**src/rtl/skrs_ram.sv**
```systemverilog
`timescale 1ns / 1ps
// ----------------------------------------------------------------------------
// Single-port RAM
// Generic synchronous RAM with one address port and registered read data.
// ----------------------------------------------------------------------------
module skrs_ram #(
    parameter int WIDTH = 32,
    parameter int DEPTH = 32,
    parameter int ADDR_W = (DEPTH > 1) ? $clog2(DEPTH) : 1
) (
    input  logic              i_clk,
    input  logic              i_we,
    input  logic [ADDR_W-1:0] i_addr,
    input  logic [WIDTH-1:0]  i_wdata,
    output logic [WIDTH-1:0]  o_rdata
);

    logic [WIDTH-1:0] r_mem [DEPTH];
    logic [WIDTH-1:0] r_rdata;

    always_ff @(posedge i_clk) begin
        if (i_we) begin
            r_mem[i_addr] <= i_wdata;
        end
        r_rdata <= r_mem[i_addr];
    end

    assign o_rdata = r_rdata;

endmodule

```
**config.mk**
```make
export PLATFORM = sky130hd
export DESIGN_NAME = skrs_ram
export DESIGN_NICKNAME = d
export VERILOG_FILES = /design/src/rtl/skrs_ram.sv
export SDC_FILE = /design/constraint.sdc
export NUM_CORES = 1
export LEC_CHECK = 0
export ABC_AREA = 1
export CAP_MARGIN = 20
export CORE_MARGIN = 1.5
export CORE_UTILIZATION = 40
export DETAILED_ROUTE_END_ITERATION = 10
export DONT_BUFFER_PORTS = 1
export SLEW_MARGIN = 20
export SYNTH_ARGS = -nofsm -noshare
export SYNTH_HDL_FRONTEND = slang
export SYNTH_SLANG_ARGS = --single-unit
export TNS_END_PERCENT = 10
```
**constraint.sdc**
```tcl
create_clock -name i_clk -period 3.2 [get_ports i_clk]
set_clock_uncertainty 0.1 [all_clocks]
set_input_delay 0.48 -clock i_clk [delete_from_list [all_inputs] [get_ports i_clk]]
set_output_delay 0.48 -clock i_clk [all_outputs]
set_load 0.03 [all_outputs]
```
==> out/qor.csv <==
metric,value,unit
antenna-violating nets left,0,
"CP delay by family, top",buffers and inverters,
H-tree levels,3,
largest net degree at the start of global routing,516,
VDD IR max,0.352,mV
unrepaired setup endpoints after global routing,false,
synth unique cells,13,
Nets,4179,
Top Ports,71,
final WL,115000,um
worst r2r src,r_mem[3][24]$_DFFE_PP_,
register area share after synthesis,73.1,%
Worst R2R Setup Slack,1.62,ns
top-area cell type share of the netlist area,71.7,%
"count leader, synth",nand2_1,
crit path cell chain,"inv_8, buf_4, buf_4, nand2_1, nand2_1, nand2_1, nand2_1, nand2_1, nand2_1, nor2_1, nand2_1",
final setup vio count,0,
final worst slack,0.323,ns
final hold slack,0.0451,ns
"most used cell, CP",nand2_1,
"Hold Vio Cnt, Final",0,
Final Max Tran Viols,210,
hold buffers post-CTS,49,
maximum clock path buffer count,3,
iteration count of the initial detailed-routing pass,5,
R2R Path End,o_rdata[24]$_DFF_P_,
leakage,0.0201,uW
Worst setup EP type,register,
largest cells by area after synthesis,"edfxtp_1, nand2_1, dfxtp_1, clkbuf_1, nor2_1",
Die Wd,331,um
initial antenna violation count,1,
grt ovf,0,
CP Class,in -> reg,
DRC violations left,0,
routability cong.,0.777,
vias in the first global route,26300,
Synth Flop Type,edfxtp_1,
Area Overhead vs Synth,14.1,%
Tcrit/Tclk final,89.9,%
crit path max-delay cell type,buf_4,
Max transition margin,-37.3,%
Worst Hold Depth,1,
Non-Filler Instances,5621,
Post-Syn Instances,4091,
CP Buf/Inv Count,3,
WL/cell,20.4,um
required time of the critical path,3.71,ns
number of synthesized flops with an enable pin,1024,
die height,331,um
FF-to-FF path depth,8,
core area,106000,um^2
fin crit period,2.88,ns
PwrDens,598,nW/um^2
Hold WC Path Type,in -> reg,
CTS buffer count,108,
dominant cell type by area after synthesis,edfxtp_1,
register area,31400,um^2
CTS sink cnt,1056,
Hold Path Sink,r_mem[29][2]$_DFFE_PP_,
Setup TNS,0,ns
worst path arrival time,3.38,ns
vias per inst,4.97,
Synth async-reset ratio,0,%
Startpoint Class,primary input,
first-pass GRT wire length,170000,um
fillers,9514,
clk_lat worst skew,0.68,ns
Setup Buffers After CTS,0,
pre-CTS setup slack,0.724,ns
Die Area,109000,um^2
most frequent cells after synthesis,"nand2_1, edfxtp_1, clkbuf_1",
actual slew at the worst max-slew pin,2.06,ns
total placed cells including tap cells,5372,
TritonCTS clock tree,done,
Hold Crit Start,i_wdata[2],
"FF+latch count, synth",1056,
Buffers on Ports,0,
failing checks,max-slew violations,
CTS root buffer,clkbuf_16,
Mapped Nets,4130,
violation count after the first detailed-route iteration,2791,
Clock transition at path regs,0.06,ns
layout cell share with drive strength beyond 1,7.49,%
Starting Density,40.5,%
GRT Resource Usage Total,21.0,%
"Warnings, synthesis",0,
CP Max Fanout,515,
Via Count,27900,
row count,119,
cts repair resizes,0,
Worst path max stage delay,0.57,ns
Multi-input gate area,11000,um^2
n_diodes,0,
f_max,0.348,GHz
status,"complete, but fails checks",
max-cap viol count,0,
synthesized area,42900,um^2
Post-DP HPWL,58500,um
synthesized area per cell,10.5,um^2
## stage by stage
stage	utilization (%)	power, uW	instance area (um^2)
6_report	46.3	29300	49000
5_1_grt	46.3	30200	49000
4_1_cts	46.3	29500	49000
3_5_place_dp	42.4	17000	44900
3_3_place_gp	42.4	17000	44900
2_1_floorplan	-	16700	42900
## state kept, by name (all words and copies together) (netlist names)
| register | flops |
|---|---|
| o_rdata | 32 |
| r_mem | 1024 |
## kinds of logic after synthesis
family | synth area share [%]
buf+inv | 2.01
flops | 73.1
simple gates | 24.9
## per-layer routing
layer	global-route usage, %	share of wire [%]	routed length (um)	up-vias
met5	0	0.0087	10	-
met4	6.62	2.6	2980	2
met3	2.80	6.6	7540	174
met2	34.1	47	54100	892
met1	29.5	44	50000	13500
li1	-	-	-	13400
## worst max path at each step
stage,start,endpoint,slack (ns),cells past startpoint
floorplan,i_addr[1],r_mem[10][0]$_DFFE_PP_,-0.06,5
global placement,i_addr[2],r_mem[12][27]$_DFFE_PP_,0.72,5
detailed placement,i_addr[2],r_mem[12][27]$_DFFE_PP_,0.72,5
CTS,o_rdata[13]$_DFF_P_,o_rdata[13],1.16,0
global route,i_addr[0],o_rdata[29]$_DFF_P_,0.70,11
finish,i_addr[0],o_rdata[29]$_DFF_P_,0.32,11
## cells in the final DEF, fill, tap and decap left out, drive strengths merged
master	netlist	layout
bufinv	0	8
nand3	4	4
dfxtp	32	32
dlygate4sd3	0	18
clkbuf	118	141
nor2	96	96
nand2	2720	2720
inv	12	14
nor3	8	8
edfxtp	1024	1024
clkinv	1	47
buf	76	115
clkinvlp	0	3
## layout make-up
type | instances | share of cell area (%)
tap | 1391 | 3.55
clock buffer | 141 | 6.02
timing repair buffer | 133 | 2.83
sequential | 1056 | 64.1
multi-input combinational | 2828 | 22.4
inverter | 13 | 0.130
clock inverter | 59 | 1.01
## report_power, final
part           internal [uW]  switching, uW  leakage [uW]
Sequential             15400            203       0.00949
Clock                   7100           5190       0.00170
Combinational            416           1020       0.00891
Total                  22900           6410        0.0201
(Power assumes the default switching activity.)
