File: src/rtl/skrs_pkg.sv
`timescale 1ns / 1ps
// ----------------------------------------------------------------------------
// Range smoother package
// Shared types, constants and register codes of the range smoother.
// ----------------------------------------------------------------------------
package skrs_pkg;

    localparam int NUM_TAGS_DEF    = 8;
    localparam int NUM_ANCHORS_DEF = 4;

    localparam int DATA_W  = 32;   // Q16.16 estimate and variance
    localparam int NOISE_W = 24;   // Q8.16 noise registers
    localparam int GAIN_W  = 16;   // Q0.16 gain
    localparam int RANGE_W = 16;
    localparam int TAG_W   = 3;
    localparam int ANC_W   = 2;

    // The gain quotient needs one bit above Q0.16 before it saturates.
    localparam int DIV_STEPS = GAIN_W + 1;
    localparam int DIV_CNT_W = $clog2(DIV_STEPS + 1);

    localparam logic [GAIN_W:0] ONE_Q16 = (GAIN_W + 1)'(1) << GAIN_W;

    // Register codes: word index taken from paddr[2].
    localparam logic REG_PROCESS_NOISE     = 1'b0;
    localparam logic REG_MEASUREMENT_NOISE = 1'b1;

    typedef enum logic [2:0] {
        ST_CLEAR,
        ST_IDLE,
        ST_LOAD,
        ST_DEN,
        ST_DIV,
        ST_MUL_DELTA,
        ST_MUL_VAR,
        ST_WRITE
    } t_state;

endpackage

File: src/rtl/skrs_div.sv
`timescale 1ns / 1ps
// ----------------------------------------------------------------------------
// Gain divider
// Restoring divider forming floor(pm * 2^16 / den), one quotient bit a cycle,
// saturated to Q0.16; a zero denominator gives a zero gain.
// ----------------------------------------------------------------------------
module skrs_div (
    input  logic                          i_clk,
    input  logic                          i_rst_n,
    input  logic                          i_start,
    input  logic [skrs_pkg::DATA_W-1:0]   i_num,
    input  logic [skrs_pkg::DATA_W:0]     i_den,
    output logic                          o_done,
    output logic [skrs_pkg::GAIN_W-1:0]   o_gain
);

    localparam int W = skrs_pkg::DATA_W;

    logic [W+1:0]                     r_rem;
    logic [W:0]                       r_den;
    logic [skrs_pkg::GAIN_W:0]        r_q;
    logic [skrs_pkg::DIV_CNT_W-1:0]   r_cnt;
    logic                             r_zero;
    logic                             r_done;

    logic         w_ge;
    logic [W+1:0] w_sub;

    // The numerator never exceeds the denominator, so the remainder stays
    // below twice the denominator after each shift.
    assign w_ge  = (r_rem >= {1'b0, r_den});
    assign w_sub = w_ge ? (r_rem - {1'b0, r_den}) : r_rem;

    always_ff @(posedge i_clk) begin
        if (!i_rst_n) begin
            r_cnt  <= '0;
            r_done <= 1'b0;
        end else begin
            r_done <= 1'b0;
            if (i_start) begin
                r_cnt <= skrs_pkg::DIV_CNT_W'(skrs_pkg::DIV_STEPS);
            end else if (r_cnt != '0) begin
                r_cnt <= r_cnt - 1'b1;
                if (r_cnt == skrs_pkg::DIV_CNT_W'(1)) begin
                    r_done <= 1'b1;
                end
            end
        end
    end

    always_ff @(posedge i_clk) begin
        if (i_start) begin
            r_rem  <= (W + 2)'(i_num);
            r_den  <= i_den;
            r_q    <= '0;
            r_zero <= (i_den == '0);
        end else if (r_cnt != '0) begin
            r_rem <= {w_sub[W:0], 1'b0};
            r_q   <= {r_q[skrs_pkg::GAIN_W-1:0], w_ge};
        end
    end

    assign o_done = r_done;
    assign o_gain = r_zero ? '0 :
                    r_q[skrs_pkg::GAIN_W] ? '1 : r_q[skrs_pkg::GAIN_W-1:0];

endmodule

File: config.mk
export PLATFORM = sky130hd
export DESIGN_NAME = skrs_div
export DESIGN_NICKNAME = d
export VERILOG_FILES = /design/src/rtl/skrs_pkg.sv /design/src/rtl/skrs_div.sv
export SDC_FILE = /design/constraint.sdc
export NUM_CORES = 1
export LEC_CHECK = 0
export BUFFER_PORTS_ARGS = -buffer_cell sky130_fd_sc_hd__buf_2
export CAP_MARGIN = 30
export CORE_ASPECT_RATIO = 0.8
export CORE_UTILIZATION = 40
export DETAILED_ROUTE_END_ITERATION = 7
export SETUP_SLACK_MARGIN = 0.02
export SYNTH_ARGS = -nofsm -noshare
export SYNTH_HDL_FRONTEND = slang
export SYNTH_SLANG_ARGS = --single-unit
File: constraint.sdc
create_clock -name i_clk -period 4 [get_ports i_clk]
set_input_delay 0.2 -clock i_clk [delete_from_list [all_inputs] [get_ports i_clk]]
set_output_delay 0.2 -clock i_clk [all_outputs]
set_load 0.005 [all_outputs]
==> flow_summary.toml, run 1 <==
[status]
status = "completed"

[grt]
grt_pass1_wl_um = 23400
grt_max_degree = 69
antenna_found_initial = 0
grt_pass1_vias = 4683
overflow = 0
grtUsageTotal = 0.210

[timing]
tns_ns = 0
fin_worst_skew_ns = 0.00935
hold_viol = 0
relSlewSlack = 0.439
worst_pin_slew_ns = 0.841
max_clock_freq_mhz = 281
fin_ws_ns = 0.447
finalMaxSlewViolations = 0
rsz0062_at_grt = "false"
fin_crit_sh = 0.888
fin_crit_ns = 3.55
setup_viol = 0

[worst_setup_path]
cpLargestDelayFamily = "compound AO/OA/AOI/OAI gates"
critical_path_class = "register to register"
crit_buf_inv = 2
max_stage_delay_ns = 0.49
crit_required_ns = 4.12
cp_cell_sequence = "inv_1 -> ha_1 -> inv_1 -> fa_1 -> a211oi_1 -> o21ai_0 -> o211ai_1 -> a211oi_2 -> or2_1 -> o41ai_4 -> nor2_1 -> a221o_1"
critPathLaunchType = "register"
crit_arrival_ns = 3.67
critPathSlowestCell = "o41ai_4"
crit_path_end_kind = "register"
crit_fanout = 6
cpMostUsedCell = "inv_1"

[clock_network]
worst_skew_pair.late_latency_ns = 0.37
clockBufferDepth = 2
cts_root_buf = "clkbuf_16"
cts_hold_buf = 0
post_cts_resized = 0
cts_sinks = 91
htree_levels = 3
cts_tree = "yes"
cts_setup_buffers = 0
clkTransAtPathRegs_ns = 0.07
cts_made_buffers = 9

[logic_synthesis]
ys.warnings.count = 0
synth_top_family_by_area = "simple AND/OR/NAND/NOR gates"
synth-simple-area-share = 0.191
mappedNetlistArea_sq_mm = 0.00567
synth_edf_count = 66
synth_top_cells_by_area = "edfxtp_1 (35%), dfxtp_1 (8.8%), ha_1 (7.9%)"
ys_seq_area_frac = 0.438
synthTopCellsByCount = "nand2_1 (99), nor2_1 (77), edfxtp_1 (66)"
synth.area.mux_share = 0.00905
syn_inst = 635
yosysUniqueCellTypes = 55
syn-num-nets = 740
synthArstFlopShare = 0
synth_top_area_frac = 0.350
yosys.area.top_type = "edfxtp_1"
yosys.area_share.adder = 0.0830
syn_avg_cell_area_sq_um = 8.92
synthFlopType = "edfxtp_1"
synth_compound_area_frac = 0.186
synth_seq_cells = 91
synth.most_common_cell = "nand2_1"
synth_xor_area_frac = 0.0448

[die]
rows = 38
die_h_um = 108
die_area_sq_mm = 0.0146
initial_utilization = 0.414
boundaryPins = 85
core_sq_mm = 0.0137
die_w_um = 135

[power]
p_per_area_mw_per_mm2 = 711
ir_drop_uv = 314
power.leakage_nw = 2.76

[layout]
nFillCells = 1346
area_growth_pct = 15.8
finalNetCount = 818
drive_gt1_frac = 0.167
diodes = 0
multi_input_area_sq_mm = 0.00291
regArea_sq_mm = 0.00248

[place]
post-place-ws_ns = 0.434
numPortBuffers = 84
dp.final_hpwl_um = 10700
place_congestion = 0.957

[run]
drv_cap = 0

[routing]
drt_wl_total_um = 14600
ant_nets = 0
dr.pass1.iters = 5
num_vias = 4937
drcViolationCount = 0
wl_per_cell_um = 16.3
drtIter0Drc = 346
vias_per_cell = 5.50

[hold_path]
worstHoldPathType = "input pin to register"
==> worst register-to-register path, stage by stage (launching register included) <==
cell and delay, ns:
edfxtp_1 0.36, inv_1 0.08, ha_1 0.17, inv_1 0.06
fa_1 0.41, a211oi_1 0.30, o21ai_0 0.17, o211ai_1 0.21
a211oi_2 0.18, or2_1 0.32, o41ai_4 0.49, nor2_1 0.18
a221o_1 0.37
==> kinds of logic after synthesis <==
kind of cell | after synthesis
muxes | 5
xor gates and xnor gates | 29
DFF | 91
adders and majority gates | 37
AOI/OAI and AO/OA | 158
and+or+nand+nor | 246
buffers and inverters | 69
==> layout by cell type (no fill, tap or decap), types with 3 or more instances in the layout <==
cell type	count
nand2_1	99
buf_2	84
nor2_1	77
edfxtp_1	66
a21oi_1	54
inv_1	42
ha_1	36
dfxtp_1	25
a31oi_1	23
xnor2_1	18
o21ai_0	15
nor3_1	12
xor2_1	11
nand3_1	10
nor4_1	10
clkbuf_16	9
buf_4	9
nand4_1	8
and3_1	8
a21o_1	7
o21bai_1	6
o31ai_1	6
a221o_1	5
a211oi_1	5
o211ai_1	5
or3_1	5
a2bb2oi_1	5
and2_1	4
o21a_1	4
nor2b_1	4
mux2i_1	4
o21ai_1	3
a211oi_2	3
or2_2	3
inv_6	3
==> state kept, by name, indices dropped and copies added, names as in the netlist <==
register,flops
r_q,17
r_zero,1
r_rem,34
o_done,1
r_cnt,5
r_den,33
==> routing by layer <==
| metal | share of wire | GRT usage |
|---|---|---|
| met1 | 0.49 | 0.294 |
| met2 | 0.43 | 0.319 |
| met3 | 0.064 | 0.0464 |
| met4 | 0.018 | 0.0754 |
| met5 | 0 | 0 |
==> power by group <==
part	switching [mW]	internal [mW]	leakage (nW)
Clock	0.421	0.441	0.147
Combinational	1.42	0.977	1.75
Sequential	0.132	1.27	0.864
Total	1.97	2.69	2.76
==> path summary, 6_finish.rpt <==
check            start        end  slack, ns  cells after the start
max           r_rem[0]  r_rem[29]       0.45                     12
min          i_den[30]  r_den[30]       0.02                      1
max reg2reg   r_rem[0]  r_rem[29]       0.45                     12
min reg2reg     r_q[9]     r_q[9]       0.47                      2
==> through the flow <==
stage / cells / hold slack [ns] / power (mW) / area [sq um] / utilization
detailed placement: 882 / 0.393 / 3.78 / 6270 / 0.458
CTS: 898 / 0.00972 / 4.66 / 6560 / 0.479
global route: 898 / 0.0113 / 5.02 / 6560 / 0.479
finish: 898 / 0.0225 / 4.66 / 6560 / 0.479
global placement: 882 / 0.387 / 3.74 / 6270 / 0.458
floorplan: 635 / 0.299 / 3.22 / 5670 / -
==> cell type report <==
cell class                 instances  share of cell area
sequential                        91               0.378
timing repair buffer              93              0.0744
multi-input combinational        475               0.443
inverter                          43              0.0246
clock buffer                       9              0.0343
clock inverter                     7              0.0107
tap                              180              0.0343
No activity file was read; power rests on OpenSTA's default activity.
==> inputs of run 2 (changes only) <==
--- a/config.mk
+++ b/config.mk
@@ -10,6 +10,8 @@
 export CORE_ASPECT_RATIO = 0.8
 export CORE_UTILIZATION = 40
 export DETAILED_ROUTE_END_ITERATION = 7
+export HOLD_SLACK_MARGIN = 0.1
+export PLACE_DENSITY_LB_ADDON = 0.2
 export SETUP_SLACK_MARGIN = 0.02
 export SYNTH_ARGS = -nofsm -noshare
 export SYNTH_HDL_FRONTEND = slang
==> run 2 against run 1 <==
Worst hold slack improved by 0.099 ns. Clock power rose by 3.2%. Sequential cell count did not move. Final cell count rose by 3.6%. Power rose by 2.0%. Critical path type unchanged.
==> flow_summary.toml, run 2 (synthesized netlist as in run 1, its figures left out) <==
[run]
drv_cap = 0

[die]
initial_utilization = 0.414
boundaryPins = 85
core_sq_mm = 0.0137
die_area_sq_mm = 0.0146
die_h_um = 108
rows = 38
die_w_um = 135

[layout]
diodes = 0
drive_gt1_frac = 0.159
finalNetCount = 850
largest_reg_flops = 34
nFillCells = 1305
multi_input_area_sq_mm = 0.00291
regArea_sq_mm = 0.00248
top_register = "r_rem"
stdcell_count = 930
area_growth_pct = 21.7
fin_util = 0.504
layout_commonest_cell = "nand2_1"
mostFrequentLayoutCells = "nand2_1 (99), buf_2 (84), nor2_1 (77)"
reg.largest.list = "r_rem x34, r_den x33, r_q x17"

[clock_network]
post_cts_resized = 0
clockBufferDepth = 2
clkTransAtPathRegs_ns = 0.07
cts_tree = "yes"
htree_levels = 3
cts_sinks = 91
cts_made_buffers = 9
cts_root_buf = "clkbuf_16"
worst_skew_pair.late_latency_ns = 0.36

[timing]
relSlewSlack = 0.448
fin_worst_skew_ns = 0.00756
finalMaxSlewViolations = 0
fin_crit_ns = 3.66
max_clock_freq_mhz = 274
fin_crit_sh = 0.914
worst_pin_slew_ns = 0.828
fin_ws_ns = 0.345
setup_viol = 0
tns_ns = 0
rsz0062_at_grt = "false"
hold_viol = 0

[routing]
drtIter0Drc = 370
dr.pass1.iters = 5
wl_per_cell_um = 16.3
drt_wl_total_um = 15200
num_vias = 5123
ant_nets = 0
vias_per_cell = 5.51
drcViolationCount = 0

[worst_setup_path]
crit_arrival_ns = 3.72
critical_path_class = "register to register"
crit_required_ns = 4.07
crit_fanout = 15
crit_path_end_kind = "register"
critPathLaunchType = "register"

[place]
post-place-ws_ns = 0.375
dp.final_hpwl_um = 11000
numPortBuffers = 84
place_congestion = 0.929
dp_cells = 881

[power]
power.leakage_nw = 2.90
power_mw = 4.75
p_per_area_mw_per_mm2 = 689
ir_drop_uv = 372

[grt]
grtUsageTotal = 0.213
antenna_found_initial = 0
grt_pass1_wl_um = 23900
overflow = 0
grt_pass1_vias = 4911
grt_max_degree = 69

[status]
status = "completed"

[hold_path]
worstHoldPathType = "input pin to register"
-- run 2: per-layer routing --
layer,up-vias,global-route usage,share of wire
met2,187,0.336,0.44
li1,2499,-,-
met1,2408,0.291,0.48
met5,-,0,0
met3,29,0.0398,0.062
met4,0,0.0770,0.022
-- run 2: area by class of cell --
cell class	count	area share
Clock buffer	10	0.0363
Clock inverter	6	0.00834
Inverter	43	0.0234
Multi-Input combinational cell	475	0.422
Sequential cell	91	0.360
Tap cell	180	0.0327
Timing Repair Buffer	125	0.118
-- run 2: worst paths after layout --
kind / startpoint / endpoint / slack (ns) / depth (start not counted)
worst max-delay path: r_rem[0] / r_rem[24] / 0.34 / 13
worst min-delay path: i_rst_n / r_cnt[1] / 0.12 / 2
worst max register to register: r_rem[0] / r_rem[24] / 0.34 / 13
worst min register to register: r_q[11] / r_q[11] / 0.47 / 2
-- run 2: critical path, cell delays in order (launching register included) --
cell	delay [ns]
edfxtp_1	0.37
inv_1	0.08
ha_1	0.16
inv_1	0.05
fa_1	0.41
a211oi_1	0.32
o21ai_0	0.17
o211ai_1	0.21
a211oi_2	0.19
or2_1	0.32
o41a_1	0.59
buf_4	0.30
nand3_1	0.09
a31oi_1	0.09
-- run 2: repair_timing --
action	CTS	global route
hold buffers	33	0
setup buffers	0	0
hold endpoints to repair	33	0
-- run 2: metrics by stage --
stage | area (sq um) | hold slack, ns
final | 6900 | 0.121
after global routing | 6900 | 0.124
after CTS | 6900 | 0.107
after detailed placement | 6260 | 0.392
after global placement | 6260 | 0.387
after floorplan | 5670 | 0.299
-- run 2: power breakdown --
group	total [mW]	switching (mW)	internal (mW)	leakage [nW]
logic	2.46	1.47	0.989	1.88
clock network	0.890	0.412	0.478	0.155
registers	1.40	0.131	1.27	0.864
